[src/rtl/htfd_pkg.sv]
// shared types, constants and crc function for the humidity/temperature frame decoder
`default_nettype none

package htfd_pkg;

    localparam logic [7:0]  CRC_POLY    = 8'h31;
    localparam logic [7:0]  CRC_INIT    = 8'hFF;
    localparam logic [2:0]  POS_STATUS  = 3'd0;
    localparam logic [2:0]  POS_CRC     = 3'd6;
    localparam logic [9:0]  HUM_SCALE   = 10'd1000;
    localparam logic [10:0] TEMP_SCALE  = 11'd2000;
    localparam logic [11:0] TEMP_OFFSET = 12'd500;

    typedef struct packed {
        logic        crc_ok;
        logic [19:0] raw_humidity;
        logic [19:0] raw_temperature;
    } t_frame;

    function automatic logic [7:0] crc_fold(input logic [7:0] crc, input logic [7:0] b);
        logic [7:0] c;
        c = crc ^ b;
        for (int k = 0; k < 8; k++) begin
            if (c[7]) begin
                c = {c[6:0], 1'b0} ^ CRC_POLY;
            end else begin
                c = {c[6:0], 1'b0};
            end
        end
        return c;
    endfunction

endpackage

`default_nettype wire

[src/rtl/htfd_if.sv]
// byte input and decoded result channel interfaces
`default_nettype none

interface htfd_in_if;
    logic       valid;
    logic       ready;
    logic [7:0] data_byte;
    logic       frame_start;

    modport source (output valid, output data_byte, output frame_start, input ready);
    modport sink   (input valid, input data_byte, input frame_start, output ready);
endinterface

interface htfd_out_if;
    logic               valid;
    logic               ready;
    logic               crc_ok;
    logic [19:0]        raw_humidity;
    logic [19:0]        raw_temperature;
    logic [9:0]         humidity_tenths;
    logic signed [11:0] temperature_tenths;

    modport source (output valid, output crc_ok, output raw_humidity, output raw_temperature,
                    output humidity_tenths, output temperature_tenths, input ready);
    modport sink   (input valid, input crc_ok, input raw_humidity, input raw_temperature,
                    input humidity_tenths, input temperature_tenths, output ready);
endinterface

`default_nettype wire

[src/rtl/htfd_front.sv]
// front end: byte position tracking, crc-8 and payload collection
`default_nettype none

module htfd_front (
    input  wire logic            i_clk,
    input  wire logic            i_rst_n,
    htfd_in_if.sink              i_in,
    input  wire logic            i_q_full,
    output htfd_pkg::t_frame     o_q_data,
    output logic                 o_q_push
);

    logic [2:0]  r_pos, n_pos;
    logic [7:0]  r_crc, n_crc;
    logic [39:0] r_payload, n_payload;
    logic [2:0]  pos_eff;
    logic [7:0]  crc_eff;
    logic [39:0] payload_eff;
    logic        accept;

    assign i_in.ready = !i_q_full;
    assign accept     = i_in.valid && i_in.ready;

    always_comb begin
        if (i_in.frame_start) begin
            pos_eff     = htfd_pkg::POS_STATUS;
            crc_eff     = htfd_pkg::CRC_INIT;
            payload_eff = '0;
        end else begin
            pos_eff     = r_pos;
            crc_eff     = r_crc;
            payload_eff = r_payload;
        end
    end

    always_comb begin
        n_pos     = htfd_pkg::POS_STATUS;
        n_crc     = htfd_pkg::CRC_INIT;
        n_payload = '0;
        o_q_push  = 1'b0;
        if (pos_eff < htfd_pkg::POS_CRC) begin
            n_pos     = pos_eff + 3'd1;
            n_crc     = htfd_pkg::crc_fold(crc_eff, i_in.data_byte);
            n_payload = (pos_eff != htfd_pkg::POS_STATUS)
                        ? {payload_eff[31:0], i_in.data_byte} : payload_eff;
        end else if (pos_eff == htfd_pkg::POS_CRC) begin
            o_q_push = accept;
        end
        o_q_data.crc_ok          = (crc_eff == i_in.data_byte);
        o_q_data.raw_humidity    = payload_eff[39:20];
        o_q_data.raw_temperature = payload_eff[19:0];
    end

    always_ff @(posedge i_clk) begin
        if (!i_rst_n) begin
            r_pos     <= htfd_pkg::POS_STATUS;
            r_crc     <= htfd_pkg::CRC_INIT;
            r_payload <= '0;
        end else if (accept) begin
            r_pos     <= n_pos;
            r_crc     <= n_crc;
            r_payload <= n_payload;
        end
    end

endmodule

`default_nettype wire

[src/rtl/htfd_fifo.sv]
// short frame queue between front and back end
`default_nettype none

module htfd_fifo #(
    parameter int DEPTH = 4
) (
    input  wire logic              i_clk,
    input  wire logic              i_rst_n,
    input  wire logic              i_push,
    input  wire htfd_pkg::t_frame  i_push_data,
    output logic                   o_full,
    output logic                   o_pop_valid,
    input  wire logic              i_pop_ready,
    output htfd_pkg::t_frame       o_pop_data
);

    localparam int PW = (DEPTH > 1) ? $clog2(DEPTH) : 1;
    localparam int CW = $clog2(DEPTH + 1);
    localparam logic [PW-1:0] LAST = PW'(DEPTH - 1);
    localparam logic [CW-1:0] FULL = CW'(DEPTH);

    htfd_pkg::t_frame r_mem [DEPTH];
    logic [PW-1:0] r_wr, r_rd;
    logic [CW-1:0] r_cnt;
    logic          pop;

    assign o_full      = (r_cnt == FULL);
    assign o_pop_valid = (r_cnt != '0);
    assign pop         = o_pop_valid && i_pop_ready;
    assign o_pop_data  = r_mem[r_rd];

    always_ff @(posedge i_clk) begin
        if (i_push) begin
            r_mem[r_wr] <= i_push_data;
        end
    end

    always_ff @(posedge i_clk) begin
        if (!i_rst_n) begin
            r_wr  <= '0;
            r_rd  <= '0;
            r_cnt <= '0;
        end else begin
            if (i_push) begin
                r_wr <= (r_wr == LAST) ? '0 : r_wr + PW'(1);
            end
            if (pop) begin
                r_rd <= (r_rd == LAST) ? '0 : r_rd + PW'(1);
            end
            unique if (i_push && !pop) begin
                r_cnt <= r_cnt + CW'(1);
            end else if (pop && !i_push) begin
                r_cnt <= r_cnt - CW'(1);
            end else begin
                r_cnt <= r_cnt;
            end
        end
    end

endmodule

`default_nettype wire

[src/rtl/htfd_back.sv]
// back end: scaling multiplies and result output register
`default_nettype none

module htfd_back (
    input  wire logic              i_clk,
    input  wire logic              i_rst_n,
    input  wire logic              i_valid,
    output logic                   o_ready,
    input  wire htfd_pkg::t_frame  i_frame,
    htfd_out_if.source             o_out
);

    logic             r_s1_valid;
    htfd_pkg::t_frame r_s1_frame;
    logic [29:0]      r_s1_hprod;
    logic [30:0]      r_s1_tprod;
    logic             r_o_valid;
    logic             s2_load;
    logic [11:0]      n_temp;

    assign s2_load = r_s1_valid && (!r_o_valid || o_out.ready);
    assign o_ready = !r_s1_valid || s2_load;
    assign n_temp  = {1'b0, r_s1_tprod[30:20]} - htfd_pkg::TEMP_OFFSET;

    always_ff @(posedge i_clk) begin
        if (!i_rst_n) begin
            r_s1_valid <= 1'b0;
            r_o_valid  <= 1'b0;
        end else begin
            if (o_ready) begin
                r_s1_valid <= i_valid;
            end
            if (!r_o_valid || o_out.ready) begin
                r_o_valid <= r_s1_valid;
            end
        end
    end

    always_ff @(posedge i_clk) begin
        if (o_ready && i_valid) begin
            r_s1_frame <= i_frame;
            r_s1_hprod <= 30'(i_frame.raw_humidity) * 30'(htfd_pkg::HUM_SCALE);
            r_s1_tprod <= 31'(i_frame.raw_temperature) * 31'(htfd_pkg::TEMP_SCALE);
        end
        if (s2_load) begin
            o_out.crc_ok             <= r_s1_frame.crc_ok;
            o_out.raw_humidity       <= r_s1_frame.raw_humidity;
            o_out.raw_temperature    <= r_s1_frame.raw_temperature;
            o_out.humidity_tenths    <= r_s1_hprod[29:20];
            o_out.temperature_tenths <= $signed(n_temp);
        end
    end

    assign o_out.valid = r_o_valid;

endmodule

`default_nettype wire

[src/rtl/humidity_temp_frame_decoder_unit.sv]
// top level of the humidity/temperature measurement frame decoder
//
// channel  dir  handshake     payload
// i_in     in   valid/ready   data_byte[7:0], frame_start
// o_out    out  valid/ready   crc_ok, raw_humidity[19:0], raw_temperature[19:0],
//                             humidity_tenths[9:0], temperature_tenths[11:0] signed
//
// one byte accepted per cycle while the frame queue is not full; crc-8 folds a whole byte at a time
// a result travels from its crc byte transfer through the queue, the multiply stage and the output register
// i_in stalls only while the frame queue is full and a stalled o_out holds its result
// synchronous active-low reset returns the byte position to zero and empties the pipeline
`default_nettype none

module humidity_temp_frame_decoder_unit #(
    parameter int QUEUE_DEPTH = 4
) (
    input  wire logic  i_clk,
    input  wire logic  i_rst_n,
    htfd_in_if.sink    i_in,
    htfd_out_if.source o_out
);

    htfd_pkg::t_frame push_data;
    htfd_pkg::t_frame pop_data;
    logic             push;
    logic             full;
    logic             pop_valid;
    logic             pop_ready;

    htfd_front u_front (
        .i_clk    (i_clk),
        .i_rst_n  (i_rst_n),
        .i_in     (i_in),
        .i_q_full (full),
        .o_q_data (push_data),
        .o_q_push (push)
    );

    htfd_fifo #(
        .DEPTH (QUEUE_DEPTH)
    ) u_fifo (
        .i_clk       (i_clk),
        .i_rst_n     (i_rst_n),
        .i_push      (push),
        .i_push_data (push_data),
        .o_full      (full),
        .o_pop_valid (pop_valid),
        .i_pop_ready (pop_ready),
        .o_pop_data  (pop_data)
    );

    htfd_back u_back (
        .i_clk   (i_clk),
        .i_rst_n (i_rst_n),
        .i_valid (pop_valid),
        .o_ready (pop_ready),
        .i_frame (pop_data),
        .o_out   (o_out)
    );

endmodule

`default_nettype wire

[src/flat_wrapper.sv]
// flat-port wrapper written by rule: the top's interface ports become plain ports
module humidity_temp_frame_decoder_unit_flat 
#(
    parameter int QUEUE_DEPTH = 4
)
  (i_clk, i_rst_n, i_in_valid, i_in_data_byte, i_in_frame_start, i_in_ready, o_out_valid, o_out_crc_ok, o_out_raw_humidity, o_out_raw_temperature, o_out_humidity_tenths, o_out_temperature_tenths, o_out_ready);
  htfd_in_if i_in_i ();
  htfd_out_if o_out_i ();
  input  wire logic i_clk;
  input  wire logic i_rst_n;
  input wire logic [$bits(i_in_i.valid)-1:0] i_in_valid;
  input wire logic [$bits(i_in_i.data_byte)-1:0] i_in_data_byte;
  input wire logic [$bits(i_in_i.frame_start)-1:0] i_in_frame_start;
  output wire logic [$bits(i_in_i.ready)-1:0] i_in_ready;
  output wire logic [$bits(o_out_i.valid)-1:0] o_out_valid;
  output wire logic [$bits(o_out_i.crc_ok)-1:0] o_out_crc_ok;
  output wire logic [$bits(o_out_i.raw_humidity)-1:0] o_out_raw_humidity;
  output wire logic [$bits(o_out_i.raw_temperature)-1:0] o_out_raw_temperature;
  output wire logic [$bits(o_out_i.humidity_tenths)-1:0] o_out_humidity_tenths;
  output wire logic [$bits(o_out_i.temperature_tenths)-1:0] o_out_temperature_tenths;
  input wire logic [$bits(o_out_i.ready)-1:0] o_out_ready;
  assign i_in_i.valid = i_in_valid;
  assign i_in_i.data_byte = i_in_data_byte;
  assign i_in_i.frame_start = i_in_frame_start;
  assign i_in_ready = i_in_i.ready;
  assign o_out_valid = o_out_i.valid;
  assign o_out_crc_ok = o_out_i.crc_ok;
  assign o_out_raw_humidity = o_out_i.raw_humidity;
  assign o_out_raw_temperature = o_out_i.raw_temperature;
  assign o_out_humidity_tenths = o_out_i.humidity_tenths;
  assign o_out_temperature_tenths = o_out_i.temperature_tenths;
  assign o_out_i.ready = o_out_ready;
  humidity_temp_frame_decoder_unit #(.QUEUE_DEPTH(QUEUE_DEPTH)) u_core (.i_clk(i_clk), .i_rst_n(i_rst_n), .i_in(i_in_i), .o_out(o_out_i));
endmodule
[config.mk]
export PLATFORM = sky130hd
export DESIGN_NAME = humidity_temp_frame_decoder_unit_flat
export DESIGN_NICKNAME = d
export VERILOG_FILES = /design/src/rtl/htfd_pkg.sv /design/src/rtl/htfd_if.sv /design/src/rtl/htfd_front.sv /design/src/rtl/htfd_fifo.sv /design/src/rtl/htfd_back.sv /design/src/rtl/humidity_temp_frame_decoder_unit.sv /design/src/flat_wrapper.sv
export SDC_FILE = /design/constraint.sdc
export NUM_CORES = 1
export LEC_CHECK = 0
export ABC_AREA = 1
export BUFFER_PORTS_ARGS = -buffer_cell sky130_fd_sc_hd__buf_2
export CAP_MARGIN = 20
export CELL_PAD_IN_SITES_DETAIL_PLACEMENT = 1
export CELL_PAD_IN_SITES_GLOBAL_PLACEMENT = 1
export CORE_MARGIN = 1
export CORE_UTILIZATION = 53
export CTS_CLUSTER_SIZE = 12
export DETAILED_ROUTE_END_ITERATION = 10
export GPL_TIMING_DRIVEN = 0
export HOLD_SLACK_MARGIN = 0.03
export PLACE_DENSITY_LB_ADDON = 0.1
export SETUP_SLACK_MARGIN = 0.05
export SLEW_MARGIN = 20
export SYNTH_ARGS = -nofsm -noshare
export SYNTH_HDL_FRONTEND = slang
export SYNTH_HIERARCHICAL = 1
export SYNTH_SLANG_ARGS = --single-unit
[constraint.sdc]
create_clock -name i_clk -period 9.85 [get_ports i_clk]
set_clock_uncertainty 0.2 [all_clocks]
set_input_delay 1.97 -clock i_clk [delete_from_list [all_inputs] [get_ports i_clk]]
set_output_delay 1.97 -clock i_clk [all_outputs]
set_load 0.02 [all_outputs]
== After elaboration in Yosys (flattened, before gate mapping) ==
Memories as Yosys holds them, arrays and structs flattened. A register that Yosys moved wholly into a read port is not among the register bits.
Cells that the tools add are included.
Word-level totals
  memory bits (read-only): 0
  bits of input ports: 13
  bits in registers: 218
  memories: 1
  bits in latches: 0
  output and inout bits: 65
  word-level logic and storage cells: 89
  RAM bits: 164
Operators by class
  shifts and indexed selects: 0
  add/sub/neg operators: 6
  $lt $le $gt $ge: 1
  multiply operators: 2
  equal/unequal tests: 5
  div/mod/pow operators: 0
  mux-type cells: 32
  bitwise logic cells: 9
  reduce and logical (&&, ||, !) cells: 15
Memory list
  u_core.u_fifo.r_mem: depth 4, width 41, rd ports 1, clocked after memory_dff 1, write ports 1, line htfd_fifo.sv:22  | htfd_pkg::t_frame r_mem [DEPTH];
Operator list (number)
  $mux W40: 3
  $mux W8: 9
  $mul A20 B7 Y27 const B: 2
  $mux W6: 8
  $not A3 Y3: 8
  $mux W3: 4
  $sub A11 B9 Y12 const B: 1
  $eq A8 B8 Y1: 1
  $mux W2: 4
  $xor A8 B8 Y8: 1
  $add A3 B1 Y3 const B: 2
  $eq A3 B3 Y1 const B: 2
  $reduce_bool A3 Y1: 2
  $logic_and A1 B1 Y1: 5
  $logic_not A1 Y1: 5
  $add A2 B1 Y2 const B: 2
  $eq A2 B2 Y1 const B: 2
  $mux W1: 4
  $lt A3 B3 Y1 const B: 1
  $sub A3 B1 Y3 const B: 1
  $logic_or A1 B1 Y1: 2
  $reduce_bool A2 Y1: 1

== Depth between registers and ports, before layout ==
Gate-level depths: netlist (run 1).
  word-level depth: 26
  depth in mapped cells: 23
  mapped depth without buffers: 22

== Hierarchy ==
The synthesis (run 1) kept the hierarchy.
By module, submodules not included
  htfd_back: cells each 1255, sequential area each 3793.6 µm², area each 11553.6 µm², instances 1
  htfd_fifo: cells each 460, sequential area each 5104.9 µm², area each 6550.0 µm², instances 1
  htfd_front: cells each 497, sequential area each 1021.0 µm², area each 3106.7 µm², instances 1

== Worst setup path before layout (run 1) ==
OpenSTA, ideal clock, no wires.
  path type: input-to-reg
  from: in o_out_ready
  to: reg u_core.u_back.o_out.crc_ok, enable pin
  arrival: 5075 ps
  setup slack: 4071 ps
  data required time: 9145 ps
  buffers on the path: 0
  stages on the path: 2
  library setup time: 505 ps
  cells stage by stage: inv_1 -> a21oi_1
On the way
  word-level cells in the longest chain between the ends: 2
RTL lines
  start, declared: line flat_wrapper.sv:21  | input wire logic [$bits(o_out_i.ready)-1:0] o_out_ready;
  $logic_or A1 B1 Y1: line htfd_back.sv:21  | assign s2_load = r_s1_valid && (!r_o_valid || o_out.ready);
  $logic_and A1 B1 Y1: line htfd_back.sv:21
  via u_core.u_back.s2_load: line htfd_back.sv:18  | logic s2_load;
  end, declared: line htfd_if.sv:23  | modport source (output valid, output crc_ok, output raw_humidity, output raw_temperature,
The timed path passes the listed nets, and every way through them passes these cells.
A chain may end at the register's enable or synchronous reset.

==> results of run 1 <==
[worst register-to-register path, stage by stage (launching register included)]
cell and delay (ns):
dfxtp_1 0.43, inv_2 0.21, buf_2 0.27, o21ai_0 0.17, o22ai_1 0.60, inv_1 0.30, fa_1 0.55, fa_1 0.57
inv_1 0.08, fa_1 0.54, inv_1 0.06, fa_1 0.51, inv_1 0.04, ha_1 0.39, nand2_1 0.15, nor2_1 0.23
nand2_1 0.11, inv_1 0.11, nand2_1 0.08, nand2_1 0.12, nor2_1 0.05, nand3_1 0.06, nand2_1 0.06
[path summary, 6_finish.rpt]
kind	startpoint	to	slack [ns]	cells past startpoint
min	u_core/u_back/r_s1_frame[39]	u_core/u_back/o_out.raw_humidity[19]	0.22	0
min reg2reg	u_core/u_back/r_s1_frame[39]	u_core/u_back/o_out.raw_humidity[19]	0.22	0
max reg2reg	flop	u_core/u_back/r_s1_tprod[27]	3.70	22
max	flop	u_core/u_back/r_s1_tprod[27]	3.70	22
[per-stage QoR]
step	area [sq um]	util	hold WS, ns
floorplan	21200	-	0.200
global placement	22200	0.569	0.200
detailed placement	22400	0.574	0.206
CTS	23700	0.606	0.218
global route	23700	0.606	0.225
finish	23700	0.606	0.217
[cells by family (layout without fill, tap and decap cells)]
family	Yosys count	in the layout	share of synthesized area
fa+ha+maj	267	267	0.207
simple gates	804	804	0.153
flops	351	351	0.468
buf+inv	503	657	0.0951
xor+xnor	21	21	0.0111
compound gates	266	266	0.0662
[final cells by class]
type	instances	share of cell area
multi-input cells	1358	0.392
well taps	518	0.0274
flip-flops and latches	351	0.419
plain buffers	53	0.0138
clock buffers	55	0.0446
repair buffers	84	0.0241
clock inverters	15	0.00761
inverters	450	0.0714
[flip-flops by register name, indices dropped and copies added (netlist names), 2 cells and up, named ones only]
register                                flops
u_core/u_back/o_out.humidity_tenths        10
u_core/u_back/o_out.raw_humidity           20
u_core/u_back/o_out.raw_temperature        20
u_core/u_back/o_out.temperature_tenths     12
u_core/u_back/r_s1_frame                   41
u_core/u_back/r_s1_hprod                   10
u_core/u_back/r_s1_tprod                   11
u_core/u_fifo/r_cnt                         3
u_core/u_fifo/r_mem                       164
u_core/u_fifo/r_rd                          2
u_core/u_fifo/r_wr                          2
u_core/u_front/r_crc                        8
u_core/u_front/r_payload                   40
u_core/u_front/r_pos                        3
[cells in the mapped netlist (all sizes together)]
master	n
and3	2
or2	1
nor4	1
edfxtp	289
clkbuf	12
fa	139
a21boi	1
o22ai	42
xor2	13
nor2	272
o211ai	3
nand4	15
nor3	8
nand3b	1
nand3	63
o21bai	3
a21oi	82
dfxtp	62
xnor2	8
ha	128
nand2	441
o21ai	135
buf	41
inv	450
[layer usage]
layer	up-vias	wire, microns
met5	-	0
met4	0	1500
met3	112	2250
met2	392	30100
met1	7833	23400
li1	7287	-
==> flow_metrics.env, run 1 <==
export IMPL_slowest_delay_ns=0.60
export IMPL_synthCells=2212
export IMPL_syn_avg_cell_area_sq_um=9.59
export IMPL_finalCriticalPeriod_ns=6.15
export IMPL_ys_types=38
export IMPL_synth_area_top_cells="edfxtp_1, fa_1, inv_1, nand2_1, ha_1"
export IMPL_die_width_microns=202
export IMPL_fin_cells=2884
export IMPL_setup_violations=0
export IMPL_grt_pass1_wl_microns=91400
export IMPL_drt_total_wl_microns=57200
export IMPL_ys_ff_latch=351
export IMPL_cts_tree="built"
export IMPL_initial_core_util=0.542
export IMPL_cp_slowest_cell="o22ai_1"
export IMPL_area_delta_synth_final_pct=11.7
export IMPL_synth_top_area_frac=0.409
export IMPL_dp_slack_ns=3.76
export IMPL_io_pins=78
export IMPL_clkLatencyLatePin_ns=0.58
export IMPL_met1_usage=0.344
export IMPL_groute_layer_met2_usage=0.530
export IMPL_synth_seq_area_share=0.468
export IMPL_post_drt_wl_per_cell_microns=19.8
export IMPL_dp_hpwl_microns=41600
export IMPL_nFillCells=4439
export IMPL_route_detailed_drc=0
export IMPL_layout_commonest_cell="inv_1"
export IMPL_drtIter0Drc=773
export IMPL_syn_area_sq_um=21200
export IMPL_rsz0062_at_grt="no"
export IMPL_cts_max_level=2
export IMPL_slew_headroom=0.312
export IMPL_drive_above_1_share=0.0900
export IMPL_ctsHoldBuffers=0
export IMPL_nets=2617
export IMPL_cap_violations=0
export IMPL_crit_chain="inv_2 -> buf_2 -> o21ai_0 -> o22ai_1 -> inv_1 -> fa_1 -> fa_1 -> inv_1 -> fa_1 -> inv_1 -> fa_1 -> inv_1 -> ha_1 -> nand2_1 -> nor2_1 -> nand2_1 -> inv_1 -> nand2_1 -> nand2_1 -> nor2_1 -> nand3_1 -> nand2_1"
export IMPL_place_inst=2814
export IMPL_grt_start_max_net_pins=49
export IMPL_clkSinkCount=351
export IMPL_end_kind="flop"
export IMPL_status="finished clean"
export IMPL_syn_nets=2492
export IMPL_finalCritPeriodShare=0.624
export IMPL_firstDrtPassIters=5
export IMPL_clk_pin_slew_ns=0.06
export IMPL_gp_congestion=0.870
export IMPL_worst_pin_slew_ns=1.02
export IMPL_overflow=0
export IMPL_cts_setup_buffers=0
export IMPL_seqCellArea_sq_um=9920
export IMPL_met3_usage=0.0316
export IMPL_cp_required_ns=9.97
export IMPL_cp_top_family="adder cells"
export IMPL_grt_usage=0.288
export IMPL_multi_input_area_sq_um=9290
export IMPL_timing_fmax_mhz=163
export IMPL_crit_arrival_ns=6.26
export IMPL_grt_busiest_layer="met2"
export IMPL_worstPathMaxFanout=10
export IMPL_clockBufferDepth=3
export IMPL_synth_area_leader_cell="edfxtp_1"
export IMPL_dieHeight_microns=202
export IMPL_path_buf_inv=7
export IMPL_portBuffers=76
export IMPL_ys_warn_count=6
export IMPL_maxSlewViolCount=0
export IMPL_cts_repair_resized=0
export IMPL_ant_nets=0
export IMPL_fin_ws_ns=3.70
export IMPL_numCtsBuffers=39
export IMPL_diodes=0
export IMPL_crit_type="flop to flop"
export IMPL_finalSetupTns_ns=0
export IMPL_die_area_sq_um=40800
export IMPL_hold_path_class="flop to flop"
export IMPL_grt_pass1_vias=17477
export IMPL_num_vias=15624
export IMPL_viasPerCell=5.42
export IMPL_worstSetupStartpointType="flop"
export IMPL_hold_viol_final=0
export IMPL_design_core_area_sq_um=39100
export IMPL_final_cell_mix="inv_1, nand2_1, edfxtp_1, nor2_1, fa_1"
export IMPL_num_rows=72
export IMPL_clockRootBuffer="clkbuf_16"
export IMPL_antenna_found_initial=0
Power of run 1 is not shown: default switching activity piles up to over one toggle a cycle in this logic, so the estimate is an artifact.
==> run 2, diff against run 1 <==
ABC_AREA = 0   (was 1)
CORE_UTILIZATION = 48   (was 53)
clock period = 5.1 ns   (was 9.85 ns; I/O delays follow)
==> flow_metrics.env, run 2 <==
export IMPL_hold_path_class="flop to flop"
export IMPL_synth_xor_area_frac=0.0235
export IMPL_crit_type="flop to flop"
export IMPL_cts_tree="built"
export IMPL_synth_edff_count=289
export IMPL_hold_viol_final=0
export IMPL_violations="negative setup slack"
export IMPL_design_core_area_sq_um=38900
export IMPL_num_rows=72
export IMPL_post_drt_wl_per_cell_microns=20.0
export IMPL_grt_pass1_wl_microns=66000
export IMPL_largest_register="u_core/u_fifo/r_mem"
export IMPL_viasPerCell=5.24
export IMPL_synth_compound_area_frac=0.0613
export IMPL_grt_pass1_vias=11982
export IMPL_clockRootBuffer="clkbuf_16"
export IMPL_ys_flop_type="edfxtp_1"
export IMPL_maxSlewViolCount=0
export IMPL_crit_arrival_ns=5.67
export IMPL_yosysMostFrequentCell="edfxtp_1"
export IMPL_layout_commonest_cell="edfxtp_1"
export IMPL_syn_nets=1607
export IMPL_synth_area_leader_cell="edfxtp_1"
export IMPL_portBuffers=75
export IMPL_gp_congestion=0.791
export IMPL_firstDrtPassIters=4
export IMPL_status="complete, but fails checks"
export IMPL_whs_ns=0.205
export IMPL_ys_warn_count=6
export IMPL_ys_ff_latch=351
export IMPL_fin_ws_ns=-0.474
export IMPL_numCtsBuffers=40
export IMPL_rsz0062_at_grt="yes"
export IMPL_finish_utilization=0.588
export IMPL_nets=1814
export IMPL_async_reset_ff_frac=0
export IMPL_timing_fmax_mhz=179
export IMPL_drtIter0Drc=346
export IMPL_drive_above_1_share=0.266
export IMPL_setup_violations=19
export IMPL_finalCriticalPeriod_ns=5.57
export IMPL_die_width_microns=201
export IMPL_diodes=0
export IMPL_clkLatencyLatePin_ns=0.56
export IMPL_num_vias=10912
export IMPL_cap_violations=0
export IMPL_synthSimpleGateAreaFrac=0.0608
export IMPL_drt_total_wl_microns=41500
export IMPL_ant_nets=0
export IMPL_synth_seq_area_share=0.521
export IMPL_die_area_sq_um=40500
export IMPL_synthCells=1327
export IMPL_synth_mux_area_fraction=0.0502
export IMPL_slew_headroom=0.526
export IMPL_initial_core_util=0.490
export IMPL_end_kind="flop"
export IMPL_synth_top_area_frac=0.456
export IMPL_dp_hpwl_microns=28100
export IMPL_route_detailed_drc=0
export IMPL_synthAdderAreaFrac=0.230
export IMPL_final_cell_mix="edfxtp_1, inv_1, fa_1, ha_1, nor2b_1"
export IMPL_io_pins=78
export IMPL_worst_pin_slew_ns=0.712
export IMPL_reg_top3="u_core/u_fifo/r_mem x164, u_core/u_back/r_s1_frame x41, u_core/u_front/r_payload x40"
export IMPL_clk_pin_slew_ns=0.06
export IMPL_synth_area_top_cells="edfxtp_1, fa_1, ha_1, dfxtp_1, mux4_2"
export IMPL_syn_area_sq_um=19100
export IMPL_synthTopCellsByCount="edfxtp_1, inv_1, fa_1, ha_1, nor2b_1"
export IMPL_antenna_found_initial=0
export IMPL_grt_start_max_net_pins=42
export IMPL_dieHeight_microns=201
export IMPL_grt_usage=0.211
export IMPL_cts_max_level=2
export IMPL_clkSinkCount=351
export IMPL_finalCritPeriodShare=1.09
export IMPL_overflow=0
export IMPL_worstPathMaxFanout=7
export IMPL_finalSetupTns_ns=-5.16
export IMPL_largest_reg_flops=164
export IMPL_syn_avg_cell_area_sq_um=14.4
export IMPL_worstSetupStartpointType="flop"
export IMPL_cp_required_ns=5.20
export IMPL_area_delta_synth_final_pct=20.2
export IMPL_clockBufferDepth=3
export IMPL_ys_types=64
export IMPL_synth_top_family_by_area="adder cells"
export IMPL_dp_slack_ns=-0.980
export IMPL_nFillCells=3779
[run 2: cell types whose count changed after synthesis, moves of 18 or more]
cell / previous run / this run
inv_1: 444 / 211
o22ai_1: 42 / 1
nor2_1: 263 / 21
o21ai_1: 49 / 2
xnor2_1: 8 / 30
nor2b_1: 0 / 92
nand2_1: 435 / 25
mux4_2: 0 / 40
nand3_1: 63 / 11
a21oi_1: 82 / 27
o21ai_0: 85 / 24
a22oi_1: 0 / 43
a21o_1: 0 / 18
[run 2: repair_timing]
item	4_1_cts	5_1_grt
gates resized for setup	92	52
hold buffers	0	0
gates cloned	2	0
pin swaps	59	49
setup endpoints to repair	21	21
buffers inserted	70	18
[run 2: kinds of logic after synthesis]
kind of cell / after synthesis
AND/OR/NAND/NOR: 202
AO/OA/AOI/OAI: 167
flip-flops: 351
multiplexers: 44
buffers and inverters: 248
XOR/XNOR: 48
adder cells (fa/ha/maj): 267
[run 2: routing by layer]
metal	wire (microns)	global-route usage	share of wire	vias to the layer above
met5	0	0	0	-
met2	20900	0.355	0.50	151
met3	1350	0.0285	0.033	48
met1	18600	0.289	0.45	5639
met4	677	0.0536	0.016	0
li1	-	-	-	5074
[run 2: worst paths after layout]
kind                                                   start                             endpoint  slack (ns)  depth (start not counted)
worst max-delay path                                    flop         u_core/u_back/r_s1_tprod[27]       -0.47                         17
worst min-delay path            u_core/u_back/r_s1_frame[23]  u_core/u_back/o_out.raw_humidity[3]        0.20                          0
worst max register to register                          flop         u_core/u_back/r_s1_tprod[27]       -0.47                         17
worst min register to register  u_core/u_back/r_s1_frame[23]  u_core/u_back/o_out.raw_humidity[3]        0.20                          0
[run 2: layout make-up]
cell class | count | area, sq um | area share
Inverter | 211 | 847 | 0.0370
Tap cell | 518 | 648 | 0.0283
Timing Repair Buffer | 167 | 1220 | 0.0534
Clock inverter | 16 | 143 | 0.00623
Clock buffer | 55 | 1140 | 0.0498
Buffer | 35 | 239 | 0.0104
Multi-Input combinational cell | 728 | 8740 | 0.382
Sequential cell | 351 | 9920 | 0.433
[run 2: worst max-delay path, stage by stage, from the launching register on]
cell,delay (ns)
dfxtp_2,0.34
buf_12,0.16
buf_12,0.13
mux4_2,0.54
inv_4,0.11
fa_1,0.44
fa_1,0.47
fa_1,0.53
fa_1,0.54
inv_2,0.05
ha_4,0.16
a211oi_2,0.22
nor2_1,0.08
or4_4,0.44
a32o_2,0.28
or3_4,0.41
a21oi_2,0.14
xnor2_1,0.08
[run 2: metrics by stage]
stage | instances | area (sq um)
after floorplan | 1327 | 19200
after global placement | 1920 | 20300
after detailed placement | 1923 | 20300
after CTS | 2065 | 22600
after global routing | 2081 | 22900
final | 2081 | 22900
Power of run 2 is left out for the same reason.
